### config.mk
export PLATFORM = sky130hd
export DESIGN_NAME = bcv_ram
export DESIGN_NICKNAME = d
export VERILOG_FILES = /design/src/design/bcv_ram.sv
export SDC_FILE = /design/constraint.sdc
export NUM_CORES = 2
export LEC_CHECK = 0
export BUFFER_PORTS_ARGS = -buffer_cell sky130_fd_sc_hd__buf_2
export CORE_UTILIZATION = 35
export DETAILED_ROUTE_END_ITERATION = 16
export PLACE_DENSITY = 0.53
export SLEW_MARGIN = 20
export SYNTH_ARGS = -nofsm -noshare
export SYNTH_HDL_FRONTEND = slang
export SYNTH_SLANG_ARGS = --single-unit
### constraint.sdc
create_clock -name clk_i -period 11.1 [get_ports clk_i]
set_input_delay 0.555 -clock clk_i [delete_from_list [all_inputs] [get_ports clk_i]]
set_output_delay 0.555 -clock clk_i [all_outputs]
set_load 0.02 [all_outputs]
### src/design/bcv_ram.sv
// Generic single-write, single-read synchronous RAM with registered read data.
// No dependencies.
module bcv_ram #(
  parameter int WIDTH  = 48,
  parameter int ADDR_W = 6
) (
  input  logic              clk_i,
  input  logic              we_i,
  input  logic [ADDR_W-1:0] waddr_i,
  input  logic [WIDTH-1:0]  wdata_i,
  input  logic [ADDR_W-1:0] raddr_i,
  output logic [WIDTH-1:0]  rdata_o
);

  logic [WIDTH-1:0] mem_q [2**ADDR_W];

  always_ff @(posedge clk_i) begin
    if (we_i) begin
      mem_q[waddr_i] <= wdata_i;
    end
    rdata_o <= mem_q[raddr_i];
  end

endmodule

==> impl_metrics.yaml <==
critical_path:
  worst-path-stages: 8
  critPathMostFrequentCell: "buf_4"
  crit_slowest_cell: "buf_4"
  path_buf_inv: 4
  r2r_start: "mem_q[24][3]$_DFFE_PP_"
  reg2reg_depth: 4
  critPathArrivalTime_ns: 4.56
  r2r_slack_ns: 8.67
  startpoint: "raddr_i[1]"
  crit_family: "buffers and inverters"
  worst-path-max-fanout: 46
  critical_path_class: "input port to register"
  start_kind: "input port"
  path_cells: "buf_8, buf_4, buf_4, buf_4, nor2b_1, nand2_1, a311oi_1, a211oi_1"
  worstPathRequired_ns: 11.83
  cp_slowest_stage_delay_ns: 0.71
  endpoint_kind: "register"
detailed_routing:
  wl_per_cell_um: 34.5
  num_vias: 56550
  antenna_left: 0
  drc: 0
  viasPerCell: 5.69
  first_pass_iters: 5
  drt_wl_total_um: 343000
  drt_iter0_markers: 6886
yosys:
  synth_common_cells: "edfxtp_1 (3072), mux4_2 (754), nor2_1 (132)"
  ys_ff_latch: 3120
  synth_top_area_frac: 0.788
  post_synth_num_cell_types: 36
  syn_area_um2: 117000
  async_flop_share: 0
  postSynthAreaPerCell_um2: 23.6
  synthTopCellsByArea: "edfxtp_1 (79%), mux4_2 (14%), dfxtp_1 (0.82%), o22ai_1 (0.65%), a221oi_1 (0.62%)"
  yosysMostFrequentCell: "edfxtp_1"
  synth_enable_flop_cells: 3072
  yosys_warnings: 0
  postSynthCellCount: 4970
  synth_ff_type: "edfxtp_1"
  seq_area_frac_synth: 0.796
  synth_top_area_cell: "edfxtp_1"
  synth_nets: 5032
placement:
  portBuffers: 109
  place_ws_ns: 6.39
  place.gp.congestion: 0.771
  place_area_um2: 124000
  dp_hpwl_um: 183000
  placedCellCount: 9346
status:
  status: "completed"
power_and_ir_drop:
  leakage_nw: 41.0
  vdd_drop_max_uv: 124
  powerDensity_nw_per_um2: 185
  power.total_mw: 24.8
global_route:
  track_usage: 0.201
  use_met1: 0.272
  grt_pass1_vias: 57368
  grt-busiest-layer: "met2"
  grt_max_degree: 121
  grt_pass1_wl_um: 469000
  antenna_found_initial: 48
  grt_use_met3: 0.0407
  grt_overflow: 0
  gr-usage-met2: 0.328
layout:
  area_growth_pct: 14.2
  final_util: 0.401
  drive_above_1_share: 0.286
  design_area_um2: 134000
  fillers: 29187
  multi_input_area_um2: 23000
  regArea_um2: 93200
  stdcell_count: 9936
  finalNetCount: 5346
sta:
  rsz0062_at_grt: "no"
  fin_crit_sh: 0.346
  relSlewSlack: 0.220
  worst_slack_ns: 7.26
  tightest_slew_ns: 1.17
  finalHoldViolCount: 0
  finalMaxSlewViolations: 0
  fin_tns_setup_ns: 0
  hold_ws_ns: 0.100
  max_freq_mhz: 261
  fin_crit_ns: 3.84
  skew_ns: 0.0696
  setup_viol: 0
job:
  drv_cap: 0
clock_tree:
  cts_max_path_buffers: 4
  cts_inserted_buffers: 320
  cts_resized: 0
  path_clk_slew_ns: 0.06
  clk_latency_ns: 0.88
  cts_tree: "built"
  htreeDepth: 5
  root_buffer: "clkbuf_16"
  hold_buffers: 0
  cts_sinks: 3120
  postCtsSetupBuffers: 0
worst_hold_path:
  hp-class: "input port to register"
  min_from: "wdata_i[21]"
  worstHoldPathCells: 1
floorplanning:
  core_um2: 333000
  initial_core_util: 0.352
  die_h_um: 580
  die_area_um2: 337000
  die_w_um: 580
  io_pins: 110
  rows: 212
registers in the layout, indices dropped and copies added (netlist names):
signal   count
mem_q     3072
rdata_o     48
path summary, 6_finish.rpt:
path,to
min reg2reg,rdata_o[7]$_DFF_P_
max reg2reg,rdata_o[3]$_DFF_P_
max,rdata_o[13]$_DFF_P_
min,mem_q[51][21]$_DFFE_PP_
layout make-up:
cell class,count,share of cell area
Sequential cell,3120,0.697
Multi-Input combinational cell,1568,0.172
Clock buffer,420,0.0650
Tap cell,4387,0.0410
Timing Repair Buffer,274,0.0148
Clock inverter,152,0.0101
Antenna cell,15,0.000281
layout by cell type, fill, tap and decap left out, types with 12 or more instances in the layout:
cell,netlist,layout
edfxtp_1,3072,3072
mux4_2,754,754
clkbuf_16,0,327
buf_4,62,190
o22ai_1,122,122
a221oi_1,83,81
clkbuf_1,98,77
a21oi_1,74,74
buf_2,98,74
a22oi_1,72,72
nor2_1,132,67
nor2_4,0,64
mux2i_1,63,63
clkinv_2,0,61
a22o_1,57,57
nand2_1,55,53
dfxtp_1,48,48
clkinv_1,0,44
a211oi_1,32,32
o221ai_1,28,28
bufinv_16,0,20
nor2b_1,24,18
clkbuf_8,0,16
diode_2,0,15
mux2_2,12,12
cell families after synthesis:
family	after synthesis	synth area share
compound gates	486	0.0302
buf+inv	282	0.0128
mux	829	0.152
simple gates	253	0.00957
flops	3120	0.796
per-layer routing:
| metal | vias up | part of all wire |
|---|---|---|
| li1 | 22191 | - |
| met1 | 31253 | 0.40 |
| met2 | 2574 | 0.49 |
| met3 | 524 | 0.084 |
| met4 | 8 | 0.030 |
| met5 | - | 0.00015 |
worst register-to-register path, delay by kind of cell, from the launching register on:
kind,cells,cell delay [ns]
muxes,1,0.48
DFF,1,0.36
AOI/OAI and AO/OA,3,1.39
where the power goes:
group | total (mW) | internal (mW) | switching, mW
clock | 10.5 | 5.99 | 4.49
sequential | 13.1 | 13.0 | 0.0571
combinational | 1.17 | 0.405 | 0.764
total | 24.8 | 19.4 | 5.31
(Power assumes the default switching activity.)
