$ cat config.mk
export PLATFORM = sky130hd
export DESIGN_NAME = bcv_mac
export DESIGN_NICKNAME = d
export VERILOG_FILES = /design/src/design/bcv_pkg.sv /design/src/design/bcv_mac.sv
export SDC_FILE = /design/constraint.sdc
export NUM_CORES = 2
export LEC_CHECK = 0
export ABC_CLOCK_PERIOD_IN_PS = 12800
export BUFFER_PORTS_ARGS = -buffer_cell sky130_fd_sc_hd__buf_2
export CELL_PAD_IN_SITES_DETAIL_PLACEMENT = 0
export CELL_PAD_IN_SITES_GLOBAL_PLACEMENT = 1
export CORE_AREA = 8 8 319 630
export DETAILED_ROUTE_END_ITERATION = 10
export DIE_AREA = 0 0 327 638
export PLACE_DENSITY_LB_ADDON = 0.1
export SYNTH_ARGS = -nofsm -noshare
export SYNTH_HDL_FRONTEND = slang
export SYNTH_SLANG_ARGS = --single-unit
export TNS_END_PERCENT = 50
$ cat constraint.sdc
create_clock -name clk_i -period 12.8 [get_ports clk_i]
set_input_delay 2.56 -clock clk_i [delete_from_list [all_inputs] [get_ports clk_i]]
set_output_delay 2.56 -clock clk_i [all_outputs]
set_load 0.05 [all_outputs]
$ cat src/design/bcv_pkg.sv
// Shared types and constants of the cubic Bezier curve engine.
// Used by the request interface, the weight unit, the accumulator lanes and the top level.
// No dependencies.
package bcv_pkg;

  typedef enum logic [2:0] {
    OP_MOVE = 3'd0,
    OP_READ = 3'd1,
    OP_POS  = 3'd2,
    OP_VEL  = 3'd3,
    OP_TESS = 3'd4
  } op_e;

  localparam int CFG_IDX_W  = 1;
  localparam int CFG_DATA_W = 7;
  localparam logic [CFG_IDX_W-1:0] CFG_SEG_COUNT = 1'b0;
  localparam logic [CFG_IDX_W-1:0] CFG_RES_T     = 1'b1;

  localparam logic [4:0] SEG_COUNT_RST = 5'd1;
  localparam logic [6:0] RES_T_RST     = 7'd16;
  localparam logic [6:0] MAX_POINTS    = 7'd64;

  localparam int IN_W      = 16;
  localparam int T_W       = 16;
  localparam int W_W       = 25;
  localparam int POS_SHIFT = 24;
  localparam int VEL_SHIFT = 16;

  typedef struct packed {
    logic start;
    logic vel;
  } wgt_ctrl_t;

  typedef struct packed {
    logic clr;
    logic en;
    logic vel;
  } mac_ctrl_t;

endpackage

$ cat src/design/bcv_mac.sv
// Three accumulator lanes (x, y, z): weight times point or point difference,
// registered product, then accumulate; rounds and saturates the sums.
// Depends on bcv_pkg.
module bcv_mac import bcv_pkg::*; #(
  parameter int CW = 16
) (
  input  logic            clk_i,
  input  logic            rst_ni,
  input  mac_ctrl_t       ctrl_i,
  input  logic [W_W-1:0]  w_i,
  input  logic [3*CW-1:0] pt_i,
  output logic [3*CW-1:0] res_o
);

  localparam int PW    = W_W + CW + 2;
  localparam int ACC_W = CW + 28;
  localparam logic signed [ACC_W:0] HALF_P = (ACC_W+1)'(1) <<< (POS_SHIFT - 1);
  localparam logic signed [ACC_W:0] HALF_V = (ACC_W+1)'(1) <<< (VEL_SHIFT - 1);
  localparam logic signed [ACC_W:0] SMAX = ((ACC_W+1)'(1) <<< (CW - 1)) - 1;
  localparam logic signed [ACC_W:0] SMIN = -SMAX - 1;

  logic                    en_q;
  logic signed [CW-1:0]    pt    [3];
  logic signed [CW-1:0]    prev_q[3];
  logic signed [CW:0]      opnd  [3];
  logic signed [PW-1:0]    prod_q[3];
  logic signed [ACC_W-1:0] acc_q [3];
  logic signed [ACC_W:0]   rnd   [3];
  logic signed [ACC_W:0]   shv   [3];
  logic signed [W_W:0]     wext;

  assign wext = signed'({1'b0, w_i});

  always_comb begin
    for (int a = 0; a < 3; a++) begin
      pt[a]   = signed'(pt_i[a*CW +: CW]);
      opnd[a] = ctrl_i.vel ? ((CW+1)'(pt[a]) - (CW+1)'(prev_q[a])) : (CW+1)'(pt[a]);
    end
  end

  always_ff @(posedge clk_i or negedge rst_ni) begin
    if (!rst_ni) begin
      en_q <= 1'b0;
    end else begin
      en_q <= ctrl_i.en && !ctrl_i.clr;
    end
  end

  always_ff @(posedge clk_i) begin
    for (int a = 0; a < 3; a++) begin
      if (ctrl_i.clr) begin
        acc_q[a]  <= '0;
        prev_q[a] <= '0;
      end else begin
        if (ctrl_i.en) begin
          prev_q[a] <= pt[a];
          prod_q[a] <= PW'(wext) * PW'(opnd[a]);
        end
        if (en_q) begin
          acc_q[a] <= acc_q[a] + ACC_W'(prod_q[a]);
        end
      end
    end
  end

  // Round half up, then clamp to the coordinate range.
  always_comb begin
    for (int a = 0; a < 3; a++) begin
      rnd[a] = (ACC_W+1)'(acc_q[a]) + (ctrl_i.vel ? HALF_V : HALF_P);
      shv[a] = ctrl_i.vel ? (rnd[a] >>> VEL_SHIFT) : (rnd[a] >>> POS_SHIFT);
      if (shv[a] > SMAX) begin
        res_o[a*CW +: CW] = SMAX[CW-1:0];
      end else if (shv[a] < SMIN) begin
        res_o[a*CW +: CW] = SMIN[CW-1:0];
      end else begin
        res_o[a*CW +: CW] = shv[a][CW-1:0];
      end
    end
  end

endmodule

==> out/metrics.yaml <==
rsz0062_at_grt: "no"
num_rows: 228
cts-buffers-inserted: 39
dp_hpwl_mm: 195
drc: 0
synth_area_um2: 66900
io_pins: 126
slew_violations: 0
cts.path.max_buffers: 3
yosysWarningCount: 0
synth_cells: 7677
final_util: 0.374
tns_ps: 0
drive_gt1_frac: 0.0615
cts_resized: 0
worstMarginPinSlew_ps: 1360
numPortBuffers: 125
finalCritPeriodShare: 0.899
hold_class: "flip-flop to flip-flop"
crit_required_ps: 13140
grt_max_degree: 62
clk_pin_slew_ps: 60
fp.dieH_um: 638
wl_mm: 241
area_growth_pct: 7.74
fmax_ghz: 0.0869
insertion_delay_ps: 650
path_class: "input pin to flip-flop"
r2r_slack_ps: 2920
post_cts_buffers: 0
routed_via_density: 5.24
ys_seq_area_frac: 0.139
status: "completed"
gp_congestion: 0.884
grt_overflow: 0
fp.dieArea_um2: 209000
critPathMaxStageDelay_ps: 600
slowest_stage: "o311ai_0"
avgSynthCellArea_um2: 8.71
maxSlewHeadroom: 0.0898
syn_nets: 9408
drtPass1Iterations: 5
hold_viol_final: 0
initial_utilization: 0.347
grt_pass1_vias: 58471
drt_iter0_markers: 2586
crit_path_end_kind: "flip-flop"
vias: 53322
clock_skew_ps: 48.5
synth_seq_cells: 310
crit_path_frequent_cell: "fa_1"
crit_arrival_ps: 11840
ys_async_sr_fraction: 0.00323
die_x_um: 327
start_kind: "input pin"
synthDistinctLibCells: 90
antenna_left: 0
antenna_found_initial: 14
setup_viol_count_final: 0
grt_usage: 0.228
drv_cap: 0
coreArea_um2: 193000
path_max_fanout: 21
grt_pass1_wl_mm: 361
cts-htree-levels: 2
fill_cells: 19942
tritoncts: "built"
drt-wirelength-per-cell_um: 23.6
cts_hold_buf: 0
nets: 9346
cts_sinks: 310
min_period_ps: 11510
synth_edf_count: 309
synth-main-ff-cell: "edfxtp_1"
cts-root-buf: "clkbuf_16"
## layout make-up
type                       instances  area [um2]  share of cell area
timing repair buffer             281        1830              0.0254
sequential                       310        9300               0.129
clock inverter                    27         270             0.00375
tap                             2530        3170              0.0439
multi-input combinational       5539       51000               0.708
inverter                        1444        5430              0.0753
antenna                            3        7.51            0.000104
clock buffer                      43        1030              0.0143
## registers in the layout, summed over array words and instances, names as in the netlist
register  count
acc_q       132
prod_q      129
prev_q       48
en_q          1
## metal layers
layer | routed length, um | up-vias | part of all wire | track usage
li1 | - | 24480 | - | -
met4 | 13900 | 6 | 0.058 | 0.112
met3 | 6780 | 471 | 0.028 | 0.0158
met5 | 29 | - | 0.00012 | 0
met2 | 132000 | 1137 | 0.55 | 0.449
met1 | 87400 | 27228 | 0.36 | 0.240
## worst max-delay path: cells and delay by family
kind                       cells  cell delay, ps
AOI/OAI and AO/OA             15            3900
adders and majority gates      8            3600
and+or+nand+nor                5             920
buffers and inverters          7             810
## per-stage QoR
stage	area, um2	hold slack [ps]	std cells	setup WS, ps
2_1_floorplan	66900	609	7677	2170
3_3_place_gp	70800	627	10104	711
3_5_place_dp	70800	631	10104	730
4_1_cts	72100	648	10174	1390
5_1_grt	72100	658	10176	720
6_report	72100	643	10177	1290
## kinds of logic (layout without fill, tap and decap cells)
| kind of cell | after synthesis | after routing | share of synthesized area |
|---|---|---|---|
| AOI/OAI and AO/OA | 1103 | 1103 | 0.110 |
| xor gates and xnor gates | 274 | 274 | 0.0359 |
| adders and majority gates | 1653 | 1653 | 0.426 |
| buffers and inverters | 1828 | 1795 | 0.103 |
| DFF | 310 | 310 | 0.139 |
| muxes | 24 | 24 | 0.00383 |
| other | 0 | 3 | 0 |
| and+or+nand+nor | 2485 | 2485 | 0.182 |
## worst paths after layout
| kind | from | depth (start not counted) | endpoint |
|---|---|---|---|
| worst max-delay path | pt_i[33] | 35 | prod_q[0][128]$_DFFE_PP_ |
| worst min-delay path | prod_q[0][86]$_DFFE_PP_ | 2 | acc_q[2][0]$_SDFFCE_PN0P_ |
| worst max register to register | prev_q[2][1]$_SDFFCE_PN0P_ | 35 | prod_q[0][128]$_DFFE_PP_ |
| worst min register to register | prod_q[0][86]$_DFFE_PP_ | 2 | acc_q[2][0]$_SDFFCE_PN0P_ |
| max in group asynchronous | rst_ni | 1 | en_q$_DFF_PN0_ |
| min in group asynchronous | rst_ni | 1 | en_q$_DFF_PN0_ |
## cells in the final DEF (no fill, tap or decap), types with 118 or more instances in the layout
cell type	count
edfxtp_1	309
nor3_1	118
o21ai_0	172
a21oi_1	305
nand3_1	165
inv_1	1443
buf_2	124
a21o_1	143
nand2_1	926
buf_4	154
nor2_1	343
ha_1	615
fa_1	1038
xnor2_1	171
and2_1	488
## synth_stat cells (12+ instances only)
cell,count,area share
nand2b_1,45,0.0042
nand3_1,165,0.012
a22oi_1,30,0.0034
mux2_2,13,0.0022
o211ai_1,17,0.0019
or4_1,30,0.0034
a21oi_1,308,0.023
or2_2,38,0.0036
ha_1,615,0.12
inv_1,1444,0.081
a221oi_1,18,0.0024
a32oi_1,14,0.0018
nand4_1,63,0.0059
and2_1,488,0.046
edfxtp_1,309,0.14
o21bai_1,46,0.0052
a211oi_1,46,0.0052
a21boi_0,22,0.0025
o21ai_0,172,0.013
nor3b_1,17,0.0019
nor4_1,13,0.0012
fa_1,1038,0.31
clkbuf_1,356,0.020
nor2_1,343,0.019
a211o_1,15,0.0020
nor2b_1,79,0.0074
nor3_1,118,0.0088
buf_1,16,0.00090
a31oi_1,27,0.0025
o311a_1,12,0.0018
xor2_1,103,0.013
nand2_1,926,0.052
xnor2_1,171,0.022
o21a_1,50,0.0056
a21o_1,143,0.016
and3_1,56,0.0052
o31ai_1,32,0.0036
or3_1,58,0.0054
o311ai_0,20,0.0026
nor4b_1,13,0.0017
Power is left out: the tool's default activity adds up to more than one toggle a clock period on the data nets, which glitch-free logic cannot reach.
