### src/design/bcv_pkg.sv
// Shared types and constants of the cubic Bezier curve engine.
// Used by the request interface, the weight unit, the accumulator lanes and the top level.
// No dependencies.
package bcv_pkg;

  typedef enum logic [2:0] {
    OP_MOVE = 3'd0,
    OP_READ = 3'd1,
    OP_POS  = 3'd2,
    OP_VEL  = 3'd3,
    OP_TESS = 3'd4
  } op_e;

  localparam int CFG_IDX_W  = 1;
  localparam int CFG_DATA_W = 7;
  localparam logic [CFG_IDX_W-1:0] CFG_SEG_COUNT = 1'b0;
  localparam logic [CFG_IDX_W-1:0] CFG_RES_T     = 1'b1;

  localparam logic [4:0] SEG_COUNT_RST = 5'd1;
  localparam logic [6:0] RES_T_RST     = 7'd16;
  localparam logic [6:0] MAX_POINTS    = 7'd64;

  localparam int IN_W      = 16;
  localparam int T_W       = 16;
  localparam int W_W       = 25;
  localparam int POS_SHIFT = 24;
  localparam int VEL_SHIFT = 16;

  typedef struct packed {
    logic start;
    logic vel;
  } wgt_ctrl_t;

  typedef struct packed {
    logic clr;
    logic en;
    logic vel;
  } mac_ctrl_t;

endpackage

### src/design/bcv_wgt.sv
// Basis weight unit: one shared 34x17 multiplier, used in turn for every product.
// Gives the four Bernstein weights (Q1.24) or the three derivative weights (Q2.16).
// Depends on bcv_pkg.
module bcv_wgt import bcv_pkg::*; (
  input  logic                  clk_i,
  input  logic                  rst_ni,
  input  wgt_ctrl_t             ctrl_i,
  input  logic [T_W-1:0]        t_i,
  output logic                  done_o,
  output logic [3:0][W_W-1:0]   w_o
);

  logic              busy_q, done_q, vel_q;
  logic [2:0]        cyc_q;
  logic [16:0]       u_q, tv_q;
  logic [50:0]       prod_q;
  logic [33:0]       uu_q, tt_q, ut_q;
  logic [3:0][W_W-1:0] pw_q;
  logic [33:0]       opa;
  logic [16:0]       opb;
  logic [52:0]       prod3;
  logic [34:0]       v_uu3, v_tt3;
  logic [36:0]       v_ut6;

  always_comb begin
    opa = '0;
    opb = '0;
    case (cyc_q)
      3'd0: begin opa = 34'(u_q);  opb = u_q;  end
      3'd1: begin opa = 34'(tv_q); opb = tv_q; end
      3'd2: begin opa = 34'(u_q);  opb = tv_q; end
      3'd3: begin opa = uu_q;      opb = u_q;  end
      3'd4: begin opa = uu_q;      opb = tv_q; end
      3'd5: begin opa = tt_q;      opb = u_q;  end
      3'd6: begin opa = tt_q;      opb = tv_q; end
      default: ;
    endcase
  end

  assign prod3 = 53'(prod_q) + (53'(prod_q) << 1);

  always_ff @(posedge clk_i or negedge rst_ni) begin
    if (!rst_ni) begin
      busy_q <= 1'b0;
      done_q <= 1'b0;
      vel_q  <= 1'b0;
      cyc_q  <= '0;
    end else begin
      done_q <= busy_q && (cyc_q == 3'd7);
      if (ctrl_i.start) begin
        busy_q <= 1'b1;
        cyc_q  <= '0;
        vel_q  <= ctrl_i.vel;
      end else if (busy_q) begin
        cyc_q <= cyc_q + 3'd1;
        if (cyc_q == 3'd7) begin
          busy_q <= 1'b0;
        end
      end
    end
  end

  // Multiply in step n, store the product of step n-1.
  always_ff @(posedge clk_i) begin
    if (ctrl_i.start) begin
      u_q  <= 17'h10000 - 17'(t_i);
      tv_q <= 17'(t_i);
    end
    if (busy_q) begin
      if (cyc_q != 3'd7) begin
        prod_q <= 51'(opa) * 51'(opb);
      end
      case (cyc_q)
        3'd1: uu_q <= prod_q[33:0];
        3'd2: tt_q <= prod_q[33:0];
        3'd3: ut_q <= prod_q[33:0];
        3'd4: pw_q[0] <= W_W'(prod_q >> POS_SHIFT);
        3'd5: pw_q[1] <= W_W'(prod3 >> POS_SHIFT);
        3'd6: pw_q[2] <= W_W'(prod3 >> POS_SHIFT);
        3'd7: pw_q[3] <= W_W'(prod_q >> POS_SHIFT);
        default: ;
      endcase
    end
  end

  // Derivative weights 3u^2, 6ut, 3t^2, placed on the upper point of each difference.
  assign v_uu3 = 35'(uu_q) + (35'(uu_q) << 1);
  assign v_ut6 = (37'(ut_q) << 2) + (37'(ut_q) << 1);
  assign v_tt3 = 35'(tt_q) + (35'(tt_q) << 1);

  always_comb begin
    if (vel_q) begin
      w_o[0] = '0;
      w_o[1] = W_W'(v_uu3 >> VEL_SHIFT);
      w_o[2] = W_W'(v_ut6 >> VEL_SHIFT);
      w_o[3] = W_W'(v_tt3 >> VEL_SHIFT);
    end else begin
      w_o = pw_q;
    end
  end

  assign done_o = done_q;

endmodule

### config.mk
export PLATFORM = sky130hd
export DESIGN_NAME = bcv_wgt
export DESIGN_NICKNAME = d
export VERILOG_FILES = /design/src/design/bcv_pkg.sv /design/src/design/bcv_wgt.sv
export SDC_FILE = /design/constraint.sdc
export NUM_CORES = 2
export LEC_CHECK = 0
export BUFFER_PORTS_ARGS = -buffer_cell sky130_fd_sc_hd__buf_4
export CAP_MARGIN = 20
export CORE_UTILIZATION = 55
export CTS_CLUSTER_DIAMETER = 150
export DETAILED_ROUTE_END_ITERATION = 6
export PLACE_DENSITY_LB_ADDON = 0.3
export SYNTH_ARGS = -nofsm -noshare
export SYNTH_HDL_FRONTEND = slang
export SYNTH_SLANG_ARGS = --single-unit
### constraint.sdc
create_clock -name clk_i -period 19.6 [get_ports clk_i]
set_input_delay 0 -clock clk_i [delete_from_list [all_inputs] [get_ports clk_i]]
set_output_delay 0 -clock clk_i [all_outputs]
set_load 0.01 [all_outputs]
==> impl_metrics.py <==
metrics = {
    "yosys": {
        "ys_seq_area_share_pct": 26.0,
        "largest_family_of_logic_cells_by_synthesized_area": "adder cells",
        "async_flop_share_pct": 2.08,
        "synth_adder_area_share_pct": 38.7,
        "share_of_the_synthesized_area_in_compound_gates_ao_oa_aoi_oai_pct": 8.97,
        "syn-mean-instance-area_um2": 9.78,
        "post_synth_xor_area_fraction_pct": 3.23,
        "ys.warnings.count": 0,
        "muxShareOfSynthArea_pct": 1.48,
        "synth_edf_count": 283,
        "post_synth_and_or_nand_nor_area_fraction_pct": 13.5,
        "postSynthNetCount": 4169,
        "yosysUniqueCellTypes": 71,
        "syn-cell-area_um2": 33300,
        "yosys_most_used_dff": "edfxtp_1",
        "synth-seq-cells": 289,
        "post_synth_inst_count": 3406,
    },
    "clock_tree": {
        "tritoncts_clock_tree": "done",
        "cts_buffers": 30,
        "worst_setup_hold_path_clk_slew_ps": 60,
        "clock_tree.root_cell": "clkbuf_16",
        "clock_insertion_delay_worst_skew_ps": 570,
        "cts_max_level": 1,
        "clockBufferDepth": 3,
        "cts.sink_count": 289,
    },
    "sta": {
        "period_share_pct": 44.3,
        "skew_ps": 23.1,
        "slew_violations": 0,
        "timing.slew.headroom_pct": 22.0,
        "tightest_slew_ps": 1170,
        "hold_violations": 0,
        "max_clock_freq_mhz": 115,
        "setup_viol": 0,
        "grt_setup_unrepaired": "false",
        "finalSetupTns_ps": 0,
        "layout_min_cycle_time_ps": 8680,
    },
    "grt": {
        "grt_overflow_total": 0,
        "grt_use_met2_pct": 49.0,
        "grt_use_met1_pct": 40.0,
        "pin_count_of_the_biggest_net_entering_global_routing": 73,
        "grt_util_met3_pct": 5.98,
        "global_route.usage.total_pct": 30.1,
        "via_count_of_the_first_global_routing_pass": 25780,
        "layer_with_the_highest_usage": "met2",
        "wire_length_of_the_first_global_routing_pass_um": 141000,
        "number_of_antenna_violations_at_the_first_check_in_global_routing": 3,
    },
    "critical_path": {
        "cell_count_of_the_worst_reg_to_reg_path": 25,
        "cp-startpoint": "cyc_q[0]",
        "type_of_destination_of_the_critical_path": "flip-flop",
        "setup.reg_to_reg.worst_slack_ps": 10920,
        "worst_reg2reg_path_endpoint": "prod_q[48]",
        "worst_ep_arrival_time_ps": 8990,
        "timing.critical_path.fanout_max": 51,
        "r2r_start": "cyc_q[0]",
        "worst-setup-path-type": "flip-flop to flip-flop",
        "required_ps": 19910,
        "worstSetupStartpointType": "flip-flop",
    },
    "worst_hold_path": {
        "hold_path_startpoint": "t_i[1]",
        "hold_path.class": "primary input to flip-flop",
        "whs_path_depth": 2,
        "worst_hold_path.endpoint": "tv_q[1]",
    },
    "floorplanning": {
        "fp.dieArea_um2": 61600,
        "die_x_um": 248,
        "design.portCount": 121,
        "design.core.area_um2": 59500,
        "die_h_um": 248,
        "rows": 89,
        "initial_core_util_pct": 56.0,
    },
    "drt": {
        "drt-wirelength-per-cell_um": 21.0,
        "routed_via_density": 5.92,
        "sum_of_routed_wire_length_over_all_layers_um": 90000,
        "initialDrtViolationCount": 2274,
        "detailedRoute.firstPassIterationCount": 6,
        "drc_errors": 0,
        "antenna_violating_nets_left": 0,
        "num_vias": 25330,
    },
    "job": {
        "drv_cap": 0,
    },
    "placed_design": {
        "detailedPlacementHpwl_um": 70900,
        "routabilityCongestion": 0.969,
        "port_buffers": 120,
    },
    "finish": {
        "final_net_count": 4248,
        "layout-area-overhead-vs-synth_pct": 8.68,
        "post_route_cells_drive_above_1_share_pct": 7.70,
        "layout.cells.most_common_list": "594 x inv_1, 485 x nand2_1, 478 x fa_1",
        "final_common_cell": "inv_1",
    },
    "run_status": {
        "status": "completed",
    },
}
worst max path at each step:
stage	end	slack [ps]	cells after the start
3_3_place_gp	prod_q[47]	11220	26
2_1_floorplan	prod_q[47]	11960	30
6_report	prod_q[48]	10920	25
5_1_grt	prod_q[47]	10470	25
3_5_place_dp	prod_q[48]	10970	26
4_1_cts	prod_q[48]	10920	26
Yosys cell counts, types with 8 or more instances:
cell / count / area, µm²
nor3_1: 42 / 210
and4_1: 20 / 175
inv_1: 594 / 2230
nor2b_1: 52 / 325
xor2_1: 41 / 359
a22o_1: 32 / 280
nand3_1: 30 / 150
o21a_1: 13 / 97.6
and2_1: 8 / 50.1
o211ai_1: 8 / 60.1
nand2b_1: 14 / 87.6
a21oi_1: 114 / 571
nand2_1: 485 / 1820
o21bai_1: 8 / 60.1
fa_1: 478 / 9570
nor2_1: 309 / 1160
edfxtp_1: 283 / 8500
a211oi_1: 24 / 180
a22oi_1: 35 / 263
nand4_1: 28 / 175
ha_1: 265 / 3320
a31oi_1: 8 / 50.1
a21o_1: 54 / 405
xnor2_1: 82 / 718
and3_1: 21 / 131
mux2_2: 42 / 473
o21ai_0: 66 / 330
clkbuf_1: 127 / 477
sequential cells by signal, indices dropped and copies added, names as in the netlist:
signal / flops
pw_q: 100
tv_q: 15
vel_q: 1
done_o: 1
cyc_q: 3
u_q: 17
prod_q: 49
tt_q: 34
ut_q: 34
busy_q: 1
uu_q: 34
layer usage:
metal | share of wire [%] | wire length (µm)
met1 | 39 | 35500
met2 | 46 | 41300
met3 | 10 | 9410
met4 | 4.2 | 3780
met5 | 0.013 | 12
final cells by class:
class	count	area (µm²)
Tap cell	773	967
Multi-Input combinational cell	2391	22000
Sequential cell	289	8650
Clock inverter	18	179
Inverter	594	2230
Antenna cell	1	2.50
Timing Repair Buffer	179	1420
Clock buffer	35	791
Fill cell	5031	23200
critical path, cell delays in order, from the launching register on:
cell,delay (ps)
dfrtp_1,420
inv_1,110
ha_1,230
mux2_2,890
nand2_1,270
nand4_1,530
nand2_1,180
fa_1,520
fa_1,470
fa_1,550
inv_1,50
fa_1,490
fa_1,490
inv_1,50
fa_1,470
inv_1,40
ha_1,340
nand2_1,60
o21ai_0,480
nor3_1,120
a21oi_1,220
o21ai_0,240
a21oi_1,430
or4b_1,490
a21oi_1,180
xnor2_1,100
logic make-up (layout without fill, tap and decap cells):
kind of cell / count (synthesis) / after routing
fa+ha+maj: 743 / 743
flops: 289 / 289
mux: 44 / 44
compound gates: 441 / 441
buf+inv: 726 / 826
simple gates: 1040 / 1040
xor+xnor: 123 / 123
other cells: 0 / 1
stage by stage:
step / worst slack, ps / instance area, µm² / cells / hold slack, ps / utilization (%)
after global placement: 11220 / 35000 / 4203 / -179 / 58.9
after global routing: 10470 / 36200 / 4279 / 182 / 60.9
after detailed placement: 10970 / 35000 / 4203 / -180 / 58.9
final: 10920 / 36200 / 4280 / 182 / 60.9
after floorplan: 11960 / 33300 / 3406 / -296 / -
after CTS: 10920 / 36200 / 4278 / 160 / 60.9
timing repair:
item                                    in CTS  in global routing
resized for setup                            0                  0
hold buffers                                22                  0
endpoints found under the setup margin       0                  0
buffers inserted                             0                  0
endpoints found under the hold margin       74                  0
Power is left out: the tool's default activity adds up to more than one toggle a clock period on the data nets, which glitch-free logic cannot reach.
